<file path="config.mk">
export PLATFORM = sky130hd
export DESIGN_NAME = toy_cpu_execute_unit_top
export DESIGN_NICKNAME = d
export VERILOG_FILES = /design/src/hw/rtl/tceu_pkg.sv /design/src/hw/rtl/toy_cpu_execute_unit_top.sv /design/src/hw/rtl/tceu_fifo.sv /design/src/hw/rtl/tceu_decode.sv /design/src/hw/rtl/tceu_exec.sv
export SDC_FILE = /design/constraint.sdc
export NUM_CORES = 2
export LEC_CHECK = 0
export BUFFER_PORTS_ARGS = -buffer_cell sky130_fd_sc_hd__buf_2
export CAP_MARGIN = 20
export CORE_MARGIN = 2
export CORE_UTILIZATION = 40
export DETAILED_ROUTE_END_ITERATION = 16
export PLACE_DENSITY = 0.66
export SLEW_MARGIN = 10
export SYNTH_ARGS = -nofsm -noshare
export SYNTH_HDL_FRONTEND = slang
export SYNTH_HIERARCHICAL = 1
export SYNTH_SLANG_ARGS = --single-unit
</file>
<file path="constraint.sdc">
create_clock -name clk -period 11.5 [get_ports clk]
set_clock_uncertainty 0.2 [all_clocks]
set_input_delay 1.725 -clock clk [delete_from_list [all_inputs] [get_ports clk]]
set_output_delay 1.725 -clock clk [all_outputs]
set_load 0.01 [all_outputs]
</file>
<file path="src/hw/rtl/tceu_pkg.sv">
// ----------------------------------------------------------------------------
// tceu_pkg
// Types and constants shared by the execute unit's front, back and queues.
// ----------------------------------------------------------------------------
package tceu_pkg;

	localparam int unsigned WORD_W      = 32;
	localparam int unsigned FIELD_W     = 5;
	localparam int unsigned QUEUE_DEPTH = 2;
	localparam int unsigned QPTR_W      = $clog2(QUEUE_DEPTH);
	localparam int unsigned QCNT_W      = $clog2(QUEUE_DEPTH + 1);

	// instruction word layout
	localparam int unsigned CLASS_BIT   = 31;  // clear: two-address ALU op
	localparam int unsigned IO_BIT      = 30;  // clear: jump
	localparam int unsigned INOUT_BIT   = 29;  // clear: halt
	localparam int unsigned OUT_SEL_BIT = 7;   // set: OUT, clear: IN
	localparam int unsigned SRC_REG_BIT = 10;  // set: register source
	localparam int unsigned OP_MSB      = 15;
	localparam int unsigned OP_LSB      = 12;
	localparam int unsigned SRC_MSB     = 9;
	localparam int unsigned SRC_LSB     = 5;
	localparam int unsigned DST_MSB     = 4;
	localparam int unsigned DST_LSB     = 0;
	localparam int unsigned IN_DST_MSB  = 6;
	localparam int unsigned IN_DST_LSB  = 2;
	localparam int unsigned JSEL_MSB    = 6;
	localparam int unsigned JSEL_LSB    = 5;

	// flag word bits
	localparam int unsigned FLAG_SIGN_BIT = 7;
	localparam int unsigned FLAG_ZERO_BIT = 1;

	typedef enum logic [3:0] {
		OP_MOV = 4'd0,
		OP_ADD = 4'd3,
		OP_SUB = 4'd4,
		OP_XOR = 4'd5,
		OP_AND = 4'd6,
		OP_OR  = 4'd7,
		OP_CMP = 4'd8,
		OP_NOT = 4'd9
	} alu_op_t;

	typedef enum logic [1:0] {
		JS_JMP = 2'd0,
		JS_JEQ = 2'd1,
		JS_JNE = 2'd2
	} jump_sel_t;

	typedef enum logic [2:0] {
		KIND_ALU     = 3'd0,
		KIND_CMP     = 3'd1,
		KIND_IN      = 3'd2,
		KIND_OUT     = 3'd3,
		KIND_JUMP    = 3'd4,
		KIND_HALT    = 3'd5,
		KIND_IGNORED = 3'd6
	} kind_t;

	// classified instruction, front to back
	typedef struct packed {
		kind_t               kind;
		alu_op_t             op;
		jump_sel_t           jsel;
		logic                src_is_reg;
		logic [FIELD_W-1:0]  src_addr;   // also the immediate
		logic [FIELD_W-1:0]  dst_addr;   // also the jump label
		logic [WORD_W-1:0]   in_value;
	} dec_t;

	// one result beat
	typedef struct packed {
		kind_t               kind;
		logic [WORD_W-1:0]   value;
		logic [FIELD_W-1:0]  dest_reg;
		logic                taken;
		logic [FIELD_W-1:0]  label;
		logic                sign;
		logic                zero;
		logic                equal;
	} res_t;

endpackage

</file>
<file path="src/hw/rtl/toy_cpu_execute_unit_top.sv">
// ----------------------------------------------------------------------------
// toy_cpu_execute_unit_top
// Execute unit of a small two-address machine with a 32-entry register file.
//
// Input channel: an instruction beat (instr_word, in_value) is taken on a
//   rising edge with push high and full low.
// Result channel: while empty is low the oldest result sits on kind, value,
//   dest_reg, branch_taken, branch_label and the three flags; it is taken on a
//   rising edge with pop high.
// Exactly one result beat comes out per instruction beat, in order.
// Path: a pushed beat is written into the decode queue, read from the register
//   file into the execute-stage registers, then pushed into the result queue.
// Throughput: one instruction per cycle while the result queue has room; the
//   register-file write-back is forwarded to the next instruction's read.
// Stalls: when the result queue fills, the execute stage holds, the decode
//   queue fills behind it and full rises; nothing is lost or repeated.
// Reset: registers read as zero (per-entry valid bits), the compare flag and
//   the halt state clear, both queues empty. No clearing pass is needed.
// After a halt instruction every beat returns a halt result until reset.
// ----------------------------------------------------------------------------
module toy_cpu_execute_unit_top #(
	parameter int unsigned DATA_WIDTH = 32,
	parameter int unsigned REG_COUNT  = 32
) (
	input  logic        clk,
	input  logic        arst_n,
	// instruction side
	input  logic        push,
	output logic        full,
	input  logic [31:0] instr_word,
	input  logic signed [31:0] in_value,
	// result side
	output logic        empty,
	input  logic        pop,
	output logic [2:0]  kind,
	output logic signed [31:0] value,
	output logic [4:0]  dest_reg,
	output logic        branch_taken,
	output logic [4:0]  branch_label,
	output logic        sign_flag,
	output logic        zero_flag,
	output logic        equal_flag
);

	localparam int unsigned DEC_W = $bits(tceu_pkg::dec_t);
	localparam int unsigned RES_W = $bits(tceu_pkg::res_t);

	tceu_pkg::dec_t    dec;
	logic [DEC_W-1:0]  dq_dout;
	logic              dq_empty;
	logic              dq_pop;

	logic              rq_full;
	logic              rq_push;
	tceu_pkg::res_t    rq_din;
	logic [RES_W-1:0]  rq_dout;
	tceu_pkg::res_t    res;

	// front: classify the word
	tceu_decode u_decode (
		.instr_word (instr_word),
		.in_value   (in_value),
		.dec        (dec)
	);

	// short queue between front and back
	tceu_fifo #(
		.WIDTH (DEC_W)
	) u_dec_queue (
		.clk    (clk),
		.arst_n (arst_n),
		.push   (push),
		.din    (dec),
		.full   (full),
		.pop    (dq_pop),
		.dout   (dq_dout),
		.empty  (dq_empty)
	);

	// back: register file, ALU, write-back
	tceu_exec #(
		.DATA_WIDTH (DATA_WIDTH),
		.REG_COUNT  (REG_COUNT)
	) u_exec (
		.clk      (clk),
		.arst_n   (arst_n),
		.dq_empty (dq_empty),
		.dq_data  (tceu_pkg::dec_t'(dq_dout)),
		.dq_pop   (dq_pop),
		.rq_full  (rq_full),
		.rq_push  (rq_push),
		.rq_data  (rq_din)
	);

	// result queue decouples execute from the receiver
	tceu_fifo #(
		.WIDTH (RES_W)
	) u_res_queue (
		.clk    (clk),
		.arst_n (arst_n),
		.push   (rq_push),
		.din    (rq_din),
		.full   (rq_full),
		.pop    (pop),
		.dout   (rq_dout),
		.empty  (empty)
	);

	assign res          = tceu_pkg::res_t'(rq_dout);
	assign kind         = res.kind;
	assign value        = res.value;
	assign dest_reg     = res.dest_reg;
	assign branch_taken = res.taken;
	assign branch_label = res.label;
	assign sign_flag    = res.sign;
	assign zero_flag    = res.zero;
	assign equal_flag   = res.equal;

endmodule

</file>
<file path="src/hw/rtl/tceu_fifo.sv">
// ----------------------------------------------------------------------------
// tceu_fifo
// Small register queue with full/empty flags, used between the stages.
// ----------------------------------------------------------------------------
module tceu_fifo #(
	parameter int unsigned WIDTH = 8
) (
	input  logic             clk,
	input  logic             arst_n,
	input  logic             push,
	input  logic [WIDTH-1:0] din,
	output logic             full,
	input  logic             pop,
	output logic [WIDTH-1:0] dout,
	output logic             empty
);

	logic [WIDTH-1:0]              slot_q [tceu_pkg::QUEUE_DEPTH];
	logic [tceu_pkg::QPTR_W-1:0]   wr_ptr_q;
	logic [tceu_pkg::QPTR_W-1:0]   rd_ptr_q;
	logic [tceu_pkg::QCNT_W-1:0]   cnt_q;
	logic                          do_push;
	logic                          do_pop;

	assign full    = (cnt_q == tceu_pkg::QCNT_W'(tceu_pkg::QUEUE_DEPTH));
	assign empty   = (cnt_q == '0);
	assign do_push = push && !full;
	assign do_pop  = pop && !empty;
	assign dout    = slot_q[rd_ptr_q];

	always_ff @(posedge clk) begin
		if (do_push) begin
			slot_q[wr_ptr_q] <= din;
		end
	end

	always_ff @(posedge clk or negedge arst_n) begin
		if (!arst_n) begin
			wr_ptr_q <= '0;
			rd_ptr_q <= '0;
			cnt_q    <= '0;
		end else begin
			if (do_push) begin
				if (wr_ptr_q == tceu_pkg::QPTR_W'(tceu_pkg::QUEUE_DEPTH - 1)) begin
					wr_ptr_q <= '0;
				end else begin
					wr_ptr_q <= wr_ptr_q + 1'b1;
				end
			end
			if (do_pop) begin
				if (rd_ptr_q == tceu_pkg::QPTR_W'(tceu_pkg::QUEUE_DEPTH - 1)) begin
					rd_ptr_q <= '0;
				end else begin
					rd_ptr_q <= rd_ptr_q + 1'b1;
				end
			end
			case ({do_push, do_pop})
				2'b10:   cnt_q <= cnt_q + 1'b1;
				2'b01:   cnt_q <= cnt_q - 1'b1;
				default: cnt_q <= cnt_q;
			endcase
		end
	end

endmodule

</file>
<file path="src/hw/rtl/tceu_decode.sv">
// ----------------------------------------------------------------------------
// tceu_decode
// Front end: classifies an instruction word and extracts its fields.
// ----------------------------------------------------------------------------
module tceu_decode (
	input  logic [tceu_pkg::WORD_W-1:0] instr_word,
	input  logic [tceu_pkg::WORD_W-1:0] in_value,
	output tceu_pkg::dec_t              dec
);

	always_comb begin
		dec            = '0;
		dec.kind       = tceu_pkg::KIND_IGNORED;
		dec.op         = tceu_pkg::OP_MOV;
		dec.jsel       = tceu_pkg::JS_JMP;
		dec.src_is_reg = instr_word[tceu_pkg::SRC_REG_BIT];
		dec.src_addr   = instr_word[tceu_pkg::SRC_MSB:tceu_pkg::SRC_LSB];
		dec.dst_addr   = instr_word[tceu_pkg::DST_MSB:tceu_pkg::DST_LSB];
		dec.in_value   = in_value;

		if (!instr_word[tceu_pkg::CLASS_BIT]) begin
			unique case (instr_word[tceu_pkg::OP_MSB:tceu_pkg::OP_LSB]) inside
				tceu_pkg::OP_MOV, tceu_pkg::OP_ADD, tceu_pkg::OP_SUB,
				tceu_pkg::OP_XOR, tceu_pkg::OP_AND, tceu_pkg::OP_OR,
				tceu_pkg::OP_NOT: begin
					dec.kind = tceu_pkg::KIND_ALU;
					dec.op   = tceu_pkg::alu_op_t'(
						instr_word[tceu_pkg::OP_MSB:tceu_pkg::OP_LSB]);
				end
				tceu_pkg::OP_CMP: begin
					dec.kind = tceu_pkg::KIND_CMP;
					dec.op   = tceu_pkg::OP_CMP;
				end
				default: begin
					dec.kind = tceu_pkg::KIND_IGNORED;
				end
			endcase
		end else if (!instr_word[tceu_pkg::IO_BIT]) begin
			unique case (instr_word[tceu_pkg::JSEL_MSB:tceu_pkg::JSEL_LSB]) inside
				tceu_pkg::JS_JMP, tceu_pkg::JS_JEQ, tceu_pkg::JS_JNE: begin
					dec.kind = tceu_pkg::KIND_JUMP;
					dec.jsel = tceu_pkg::jump_sel_t'(
						instr_word[tceu_pkg::JSEL_MSB:tceu_pkg::JSEL_LSB]);
				end
				default: begin
					dec.kind = tceu_pkg::KIND_IGNORED;
				end
			endcase
		end else if (instr_word[tceu_pkg::INOUT_BIT]) begin
			if (!instr_word[tceu_pkg::OUT_SEL_BIT]) begin
				dec.kind     = tceu_pkg::KIND_IN;
				dec.dst_addr = instr_word[tceu_pkg::IN_DST_MSB:tceu_pkg::IN_DST_LSB];
			end else begin
				dec.kind = tceu_pkg::KIND_OUT;
			end
		end else begin
			dec.kind = tceu_pkg::KIND_HALT;
		end
	end

endmodule

</file>
<file path="src/hw/rtl/tceu_exec.sv">
// ----------------------------------------------------------------------------
// tceu_exec
// Back end: register file read, ALU and write-back, with write forwarding.
// ----------------------------------------------------------------------------
module tceu_exec #(
	parameter int unsigned DATA_WIDTH = 32,
	parameter int unsigned REG_COUNT  = 32
) (
	input  logic           clk,
	input  logic           arst_n,
	input  logic           dq_empty,
	input  tceu_pkg::dec_t dq_data,
	output logic           dq_pop,
	input  logic           rq_full,
	output logic           rq_push,
	output tceu_pkg::res_t rq_data
);

	localparam int unsigned REG_AW = $clog2(REG_COUNT);
	localparam logic [REG_AW-1:0] FLAG_ADDR = REG_AW'(REG_COUNT - 1);

	// register file; the flag word is never stored, it reads as zero
	logic [DATA_WIDTH-1:0] rf_q [REG_COUNT];
	logic [REG_COUNT-1:0]  rf_vld_q;

	// execute stage
	logic                  x_vld_q;
	tceu_pkg::dec_t        x_dec_s1;
	logic [DATA_WIDTH-1:0] src_mem_s1;
	logic [DATA_WIDTH-1:0] dst_mem_s1;
	logic [DATA_WIDTH-1:0] fwd_data_s1;
	logic                  src_vld_s1;
	logic                  dst_vld_s1;
	logic                  fwd_src_s1;
	logic                  fwd_dst_s1;

	logic                  eq_q;
	logic                  halted_q;

	logic                  take;
	logic                  x_fire;
	logic [REG_AW-1:0]     rd_src;
	logic [REG_AW-1:0]     rd_dst;
	logic                  wr_en;
	logic [REG_AW-1:0]     wr_addr;
	logic [DATA_WIDTH-1:0] wr_data;
	logic                  eq_we;
	logic                  eq_next;
	logic                  halt_set;

	logic [DATA_WIDTH-1:0] src_val;
	logic [DATA_WIDTH-1:0] dst_val;
	logic [DATA_WIDTH-1:0] src_op;
	logic [DATA_WIDTH-1:0] alu_r;
	logic [DATA_WIDTH-1:0] in_val;
	logic [63:0]           in_ext;
	logic [DATA_WIDTH-1:0] out_v;
	logic [63:0]           out_wide;
	logic [DATA_WIDTH-1:0] flag_v;
	logic                  flag_en;
	logic                  flag_to_reg;
	logic                  dst_is_flag;
	tceu_pkg::res_t        res;

	assign x_fire  = x_vld_q && !rq_full;
	assign take    = !dq_empty && (!x_vld_q || x_fire);
	assign dq_pop  = take;
	assign rd_src  = REG_AW'(dq_data.src_addr);
	assign rd_dst  = REG_AW'(dq_data.dst_addr);
	assign rq_push = x_fire;
	assign rq_data = res;

	always_ff @(posedge clk) begin
		if (wr_en) begin
			rf_q[wr_addr] <= wr_data;
		end
		if (take) begin
			src_mem_s1  <= rf_q[rd_src];
			dst_mem_s1  <= rf_q[rd_dst];
			fwd_data_s1 <= wr_data;
			x_dec_s1    <= dq_data;
		end
	end

	always_ff @(posedge clk or negedge arst_n) begin
		if (!arst_n) begin
			rf_vld_q   <= '0;
			x_vld_q    <= 1'b0;
			src_vld_s1 <= 1'b0;
			dst_vld_s1 <= 1'b0;
			fwd_src_s1 <= 1'b0;
			fwd_dst_s1 <= 1'b0;
			eq_q       <= 1'b0;
			halted_q   <= 1'b0;
		end else begin
			if (take) begin
				x_vld_q    <= 1'b1;
				src_vld_s1 <= rf_vld_q[rd_src];
				dst_vld_s1 <= rf_vld_q[rd_dst];
				// the beat leaving execute writes at this same edge
				fwd_src_s1 <= wr_en && (wr_addr == rd_src);
				fwd_dst_s1 <= wr_en && (wr_addr == rd_dst);
			end else if (x_fire) begin
				x_vld_q <= 1'b0;
			end
			if (wr_en) begin
				rf_vld_q[wr_addr] <= 1'b1;
			end
			if (eq_we) begin
				eq_q <= eq_next;
			end
			if (halt_set) begin
				halted_q <= 1'b1;
			end
		end
	end

	always_comb begin
		src_val = fwd_src_s1 ? fwd_data_s1 : (src_vld_s1 ? src_mem_s1 : '0);
		dst_val = fwd_dst_s1 ? fwd_data_s1 : (dst_vld_s1 ? dst_mem_s1 : '0);
		src_op  = x_dec_s1.src_is_reg ? src_val : DATA_WIDTH'(x_dec_s1.src_addr);
		in_ext  = 64'(signed'(x_dec_s1.in_value));
		in_val  = in_ext[DATA_WIDTH-1:0];
		eq_next = (src_op == dst_val);
		dst_is_flag = (REG_AW'(x_dec_s1.dst_addr) == FLAG_ADDR);

		case (x_dec_s1.op)
			tceu_pkg::OP_MOV: alu_r = src_op;
			tceu_pkg::OP_ADD: alu_r = dst_val + src_op;
			tceu_pkg::OP_SUB: alu_r = dst_val - src_op;
			tceu_pkg::OP_XOR: alu_r = dst_val ^ src_op;
			tceu_pkg::OP_AND: alu_r = dst_val & src_op;
			tceu_pkg::OP_OR:  alu_r = dst_val | src_op;
			tceu_pkg::OP_NOT: alu_r = ~src_op;
			default:          alu_r = dst_val;
		endcase

		res         = '0;
		res.kind    = x_dec_s1.kind;
		res.equal   = eq_q;
		out_v       = '0;
		flag_v      = '0;
		flag_en     = 1'b0;
		flag_to_reg = 1'b0;
		wr_en       = 1'b0;
		wr_addr     = REG_AW'(x_dec_s1.dst_addr);
		wr_data     = alu_r;
		eq_we       = 1'b0;
		halt_set    = 1'b0;

		unique case (x_dec_s1.kind)
			tceu_pkg::KIND_ALU: begin
				out_v        = alu_r;
				res.dest_reg = x_dec_s1.dst_addr;
				flag_v       = alu_r;
				flag_en      = 1'b1;
				flag_to_reg  = dst_is_flag;
				wr_en        = x_fire && !dst_is_flag;
			end
			tceu_pkg::KIND_CMP: begin
				out_v        = dst_val;
				res.dest_reg = x_dec_s1.dst_addr;
				res.equal    = eq_next;
				flag_v       = dst_val;
				flag_en      = 1'b1;
				eq_we        = x_fire;
			end
			tceu_pkg::KIND_IN: begin
				out_v        = in_val;
				res.dest_reg = x_dec_s1.dst_addr;
				flag_v       = in_val;
				flag_en      = 1'b1;
				flag_to_reg  = dst_is_flag;
				wr_data      = in_val;
				wr_en        = x_fire && !dst_is_flag;
			end
			tceu_pkg::KIND_OUT: begin
				out_v        = dst_val;
				res.dest_reg = x_dec_s1.dst_addr;
				flag_v       = dst_val;
				flag_en      = 1'b1;
			end
			tceu_pkg::KIND_JUMP: begin
				res.label = x_dec_s1.dst_addr;
				case (x_dec_s1.jsel)
					tceu_pkg::JS_JEQ: res.taken = eq_q;
					tceu_pkg::JS_JNE: res.taken = !eq_q;
					default:          res.taken = 1'b1;
				endcase
			end
			tceu_pkg::KIND_HALT: begin
				halt_set = x_fire;
			end
			default: begin
			end
		endcase

		out_wide  = 64'(out_v);
		res.value = out_wide[tceu_pkg::WORD_W-1:0];
		// a result written to the flag word keeps its own bits under the flags
		res.sign  = flag_en && (flag_v[DATA_WIDTH-1] ||
			(flag_to_reg && flag_v[tceu_pkg::FLAG_SIGN_BIT]));
		res.zero  = flag_en && ((flag_v == '0) ||
			(flag_to_reg && flag_v[tceu_pkg::FLAG_ZERO_BIT]));

		if (halted_q) begin
			res      = '0;
			res.kind = tceu_pkg::KIND_HALT;
			wr_en    = 1'b0;
			eq_we    = 1'b0;
			halt_set = 1'b0;
		end
	end

endmodule

</file>
Yosys cells after proc, flatten, opt, wreduce, memory -nomap -nowiden

Memories as Yosys holds them, arrays and structs flattened. A register that Yosys moved wholly into a read port is not among the register bits.
Cells that the tools add are included.
W data, S select, Z words.

Flip-flop bits (word level): 131
Latch bits: 0
Bits in writable memories: 1,226
Memory bits (read-only): 0
Input port bits: 68
Output and inout bits: 51
Word-level logic and storage cells: 171
Memories kept: 3

Memories:

| name               | words | bits a word | rd ports | clocked after Yosys merged registers in | write ports | RTL line        | text |
|---|---|---|---|---|---|---|---|
| u_exec.rf_q        | 32    | 32          | 2        | 2                                       | 1           | tceu_exec.sv:23 | `logic [DATA_WIDTH-1:0] rf_q [REG_COUNT];` |
| u_dec_queue.slot_q | 2     | 52          | 1        | 0                                       | 1           | tceu_fifo.sv:18 | `logic [WIDTH-1:0] slot_q [tceu_pkg::QUEUE_DEPTH];` |
| u_res_queue.slot_q | 2     | 49          | 1        | 0                                       | 1           | tceu_fifo.sv:18 |  |

Add/sub/neg operators: 10
Multiply operators: 0
Div/mod/pow operators: 0
Order comparisons: 4
Eq/ne operators: 32
Shift-type cells: 0
Multiplexer cells: 56
Bitwise gates (word level): 5
Reductions and logical operators: 39

Operators with widths:

| kind                 | count |
|---|---|
| $pmux W32 S7         | 1 |
| $mux W32             | 6 |
| $pmux W32 S3         | 1 |
| $or A32 B32 Y32      | 2 |
| $mux W49             | 1 |
| $add A32 B32 Y32     | 1 |
| $and A32 B32 Y32     | 1 |
| $eq A32 B32 Y1       | 1 |
| $eq A4 B3 Y1 const B | 8 |
| $logic_not A32 Y1    | 1 |
| $not A32 Y32         | 1 |
| $sub A32 B32 Y32     | 1 |
| $xor A32 B32 Y32     | 1 |
| $mux W1              | 25 |
| $mux W5              | 5 |
| $lt A5 B6 Y1 const B | 3 |
| $logic_and A1 B1 Y1  | 14 |
| $eq A2 B2 Y1 const B | 6 |
| $eq A4 B4 Y1 const B | 3 |
| $bmux W1 S5          | 2 |
| $eq A5 B5 Y1         | 2 |
| $mux W3              | 3 |
| $eq A2 B1 Y1 const B | 4 |
| $eq A4 B2 Y1 const B | 2 |
| other kinds (26)     | 51 |

Longest topological paths before layout

Depth after elaboration: 10
Depth in mapped cells: 22
Mapped depth without buffers: 18

Cells and area by module

Netlist, hierarchy kept.

Modules (own cells, without submodules):

| module                  | times used | cells an instance | area each (sq um) | sequential area each (sq um) |
|---|---|---|---|---|
| tceu_exec               | 1          | 3,710             | 62,412.4          | 36,169.7 |
| tceu_fifo (u_dec_queue) | 1          | 180               | 4,200.3           | 3,223.1 |
| tceu_fifo (u_res_queue) | 1          | 171               | 3,986.3           | 3,042.9 |
| tceu_decode             | 1          | 66                | 544.3             | 0.0 |

Worst setup path before layout

No wires, ideal clock.

Kind: register -> register
From: reg u_res_queue/cnt_q[0] (netlist bit)
To: reg u_dec_queue/cnt_q[1] (netlist bit)
Setup time: 0.079 ns
Arrival: 9.697 ns
Required time: 11.221 ns
Setup slack: 1.524 ns
Stages on the path, launching flop included: 8
Path buffers: 0
Period minus slack after synthesis: 9.976 ns
Cells stage by stage: dfrtp_1 nand2b_1 inv_1 a21oi_1 nor2b_2 ha_1 nor2_1 xor2_1

Word-level cells in the longest chain between the ends: 8
Elaborated cells between the ends (all ways): 10
Classes of those cells: eq/ne (3); mux (1); reduce/logical (6)

Ends and longest elaborated chain:

| item                                              | RTL line                       | text |
|---|---|---|
| from (decl)                                       | tceu_fifo.sv:21                | `logic [tceu_pkg::QCNT_W-1:0] cnt_q;` |
| from (signal assigned)                            | tceu_fifo.sv:58                | `2'b10: cnt_q <= cnt_q + 1'b1;` |
| from (signal assigned)                            | tceu_fifo.sv:59                | `2'b01: cnt_q <= cnt_q - 1'b1;` |
| from (signal assigned)                            | tceu_fifo.sv:60                | `default: cnt_q <= cnt_q;` |
| $eq A2 B2 Y1 (*)                                  | tceu_fifo.sv:25                | `assign full = (cnt_q == tceu_pkg::QCNT_W'(tceu_pkg::QUEUE_DEPTH));` |
| named net rq_full                                 | toy_cpu_execute_unit_top.sv:53 | `logic rq_full;` |
| $logic_not A1 Y1 (*)                              | tceu_exec.sv:65                | `assign x_fire = x_vld_q && !rq_full;` |
| $logic_and A1 B1 Y1 (*)                           | tceu_exec.sv:65                |  |
| $logic_or A1 B1 Y1 (*)                            | tceu_exec.sv:66                | `assign take = !dq_empty && (!x_vld_q \|\| x_fire);` |
| $logic_and A1 B1 Y1 (*)                           | tceu_exec.sv:66                |  |
| named net dq_pop                                  | toy_cpu_execute_unit_top.sv:51 | `logic dq_pop;` |
| $logic_and A1 B1 Y1 (*)                           | tceu_fifo.sv:28                | `assign do_pop = pop && !empty;` |
| named net u_dec_queue.do_pop                      | tceu_fifo.sv:23                | `logic do_pop;` |
| $eq A2 B1 Y1 or $eq A2 B2 Y1 (tied branches)      | tceu_fifo.sv:57                | `case ({do_push, do_pop})` |
| $pmux W2 S2 or $reduce_bool A2 Y1 (tied branches) | --                             |  |
| to (signal assigned)                              | tceu_fifo.sv:58                |  |
| to (signal assigned)                              | tceu_fifo.sv:59                |  |
| to (signal assigned)                              | tceu_fifo.sv:60                |  |
| to (decl)                                         | tceu_fifo.sv:21                |  |

Mark *: on every way through the listed nets, which the timed path passes. The rest lies on a longest branch.
A chain may end at the register's enable or synchronous reset.

==> key figures <==
Run status
  – Status: complete, no violations

STA
  – Min Tclk post-route: 7.38 ns
  – RSZ-0062 raised after global routing: false
  – Max-slew headroom: 20.4%
  – Final setup viols: 0
  – Final hold vios: 0
  – Tcrit/Tclk final: 64.2%
  – Hold_ws: 0.200 ns
  – Final setup margin: 4.12 ns
  – Max-slew violations: 0
  – Slew @ Worst Pin: 1.19 ns
  – Upper clock frequency limit: 136 MHz
  – Setup TNS: 0 ns

Setup path
  – Worst reg2reg setup slack: 4.12 ns
  – Required time of the critical path: 11.93 ns
  – Crit Reg-Reg Startpoint: u_exec/src_vld_s1
  – FF-to-FF End: u_res_queue/slot_q[1][1]
  – Crit path kind: flop to flop
  – CP delay by family, top: compound AO/OA/AOI/OAI gates
  – Buf/Inv on CP: 2
  – Setup crit end kind: flop
  – Crit path DAT: 7.81 ns
  – Critical path launch point type: flop
  – Critical-path top delay cell: o31ai_1
  – Crit path max fanout: 22
  – Peak per-stage delay on the critical path: 0.84 ns
  – R2R cell count: 19
  – Crit-path cells: buf_4, nor2b_2, buf_4, a22oi_1, a21oi_1, ha_1, nor2_1, o21ai_0, o2111ai_1, a31oi_1, a221oi_1, nor2b_1, o21ai_0, xor2_1, a211o_1, o31ai_1, and4_1, nand4_1, o21ai_1

Routing
  – Routed len/inst: 33.3 um
  – Vias per cell: 6.36
  – Initial DRC Count: 5962
  – Post-route DRC: 0
  – Final WL: 222000 um
  – Router iterations before antenna repair: 6
  – Antenna Violating Nets Remaining: 0
  – Vias: 42400

Synthesis
  – Top-count cell post-synth: edfxtp_1
  – Synth Warn #: 6
  – Register area share after synthesis: 59.6%
  – Synth Instances: 4127
  – Synth top area cells: edfxtp_1 (58%), mux4_2 (21%), mux2_4 (2.2%)
  – #FFs+latches synth: 1421
  – Synth cell count leaders: edfxtp_1 (1374), mux4_2 (660), clkbuf_1 (199)
  – Top_reg_cell synth: edfxtp_1
  – Synthesized area: 71100 sq um
  – Synth top area share: 58.0%
  – Post-synth top area cell: edfxtp_1
  – Async set-reset flop share out of synthesis: 3.31%
  – Synth cell types: 101
  – Post-synth EDFFs: 1374
  – Syn_area_per_cell: 17.2 sq um

Pwr
  – Lkg Pwr: 0.0266 uW
  – Power after layout: 25000 uW
  – Max VDD drop: 0.000205 V
  – Pwr dens: 314 nW/um^2

Floorplanning
  – Starting Density: 40.3%
  – Die H: 426 um
  – Row count: 154
  – Die area: 181000 sq um
  – Chip Width: 426 um
  – I/O pin count: 119
  – Core Area: 176000 sq um

Clock network
  – Clock latency on the worst-skew pair: 0.79 ns
  – Reg clk slew, reported paths: 0.06 ns
  – CTS Sinks: 1421
  – Clock tree buffer depth: 3
  – # Post-CTS Setup Buffers: 0
  – CTS tree: built
  – Htree depth: 4
  – Cts repair resizes: 0
  – Hold_buf cts: 0
  – CTS buffer count: 146
  – CTS Root Buffer Type: clkbuf_16

GRT
  – Total GRT Usage: 24.2%
  – Vias in the first global route: 41900
  – First-pass GRT wire length: 312000 um
  – Grt ovf: 0
  – Largest net degree at the start of global routing: 140
  – Initial antenna violation count: 11

Finish
  – Filler Cell Count: 15000
  – Register area: 42400 sq um
  – Area of the multi-input gates: 27400 sq um
  – Layout Area Growth over Synthesis: 11.8%
  – Layout Utilization: 45.1%
  – Final net count: 4382
  – Share of layout cells above drive strength 1: 32.8%

Worst hold path
  – Min-Delay Endpoint: u_exec/rf_vld_q[31]
  – Cells on Worst Hold Path: 0
  – Hold Startpoint: u_exec/rf_vld_q[31]
  – Worst hold path type: flop to flop

Placed design
  – Post-Place Setup Slack: 4.49 ns
  – Detail Placement HPWL: 131000 um
  – GP Congestion: 0.990
  – PortBufs: 104

Job
  – Max Cap Viol: 0
[worst max path at each step]
stage                     cells after the start            startpoint                        to  slack (ns)
final                                        19     u_exec/src_vld_s1  u_res_queue/slot_q[1][1]        4.12
after global routing                         19     u_exec/src_vld_s1  u_res_queue/slot_q[0][1]        4.03
after CTS                                    19     u_exec/src_vld_s1  u_res_queue/slot_q[1][1]        4.46
after detailed placement                     19     u_exec/src_vld_s1  u_res_queue/slot_q[1][1]        4.49
after global placement                       19     u_exec/src_vld_s1  u_res_queue/slot_q[0][1]        4.45
after floorplan                               7  u_res_queue/cnt_q[0]      u_dec_queue/cnt_q[1]        1.52
[state kept, by name, summed over array words and instances (netlist names), 32 cells and up]
| name | count |
|---|---|
| u_dec_queue/slot_q | 104 |
| u_exec/dst_mem_s1 | 32 |
| u_exec/fwd_data_s1 | 32 |
| u_exec/in_val | 32 |
| u_exec/rf_q | 1024 |
| u_exec/rf_vld_q | 32 |
| u_exec/src_mem_s1 | 32 |
| u_res_queue/slot_q | 98 |
[cell type report]
class                      count  share of cell area [%]
antenna                        1                 0.00315
clock buffer                 176                    4.79
clock inverter                86                    1.08
inverter                      99                   0.467
multi-input combinational   2308                    34.4
sequential                  1421                    53.4
tap                         2340                    3.68
timing repair buffer         232                    2.18
[layout by cell type (no fill, tap or decap), drive strengths merged, types with 14 or more instances in the layout]
cell / n
edfxtp: 1374
clkbuf: 178
ha: 105
and2: 33
nor3: 28
clkinv: 63
nor2: 181
or2: 40
a221oi: 38
mux2: 174
nand3: 29
nand2: 173
buf: 230
o211ai: 17
conb: 32
inv: 102
nand2b: 31
a22o: 43
a22oi: 23
a21oi: 139
a21o: 27
a31oi: 23
a211o: 14
mux2i: 33
nand3b: 18
nor2b: 27
o21ai: 125
mux4: 660
xnor2: 31
a221o: 17
nand4: 15
o21bai: 17
xor2: 15
dfrtp: 47
[metal layers]
metal / track usage [%] / routed length, um / vias to the layer above / share of wire (%)
li1: - / - / 17200 / -
met1: 33.1 / 86700 / 22500 / 39
met2: 37.9 / 103000 / 2345 / 46
met3: 5.18 / 21800 / 444 / 9.8
met4: 9.95 / 10100 / 8 / 4.6
met5: 0 / 57 / - / 0.026
[logic make-up after synthesis]
group           count (synthesis)  share of synthesized area (%)
compound gates                607                           5.92
other cells                     1                        0.00527
xor+xnor                       46                          0.566
buf+inv                       429                           2.75
fa+ha+maj                     107                           1.89
mux                           867                           24.7
simple gates                  649                           4.56
flops                        1421                           59.6
[power breakdown]
part | switching, uW | internal, uW
logic | 7280 | 4430
registers | 416 | 8230
clock network | 2030 | 2610
total | 9730 | 15300
[stage by stage]
step / cell area [sq um] / instances
after floorplan: 71300 / 4158
after global placement: 74500 / 6379
after detailed placement: 74700 / 6390
after CTS: 79300 / 6652
after global routing: 79500 / 6662
final: 79500 / 6663
Note: power is estimated with default switching activity, not from simulation.
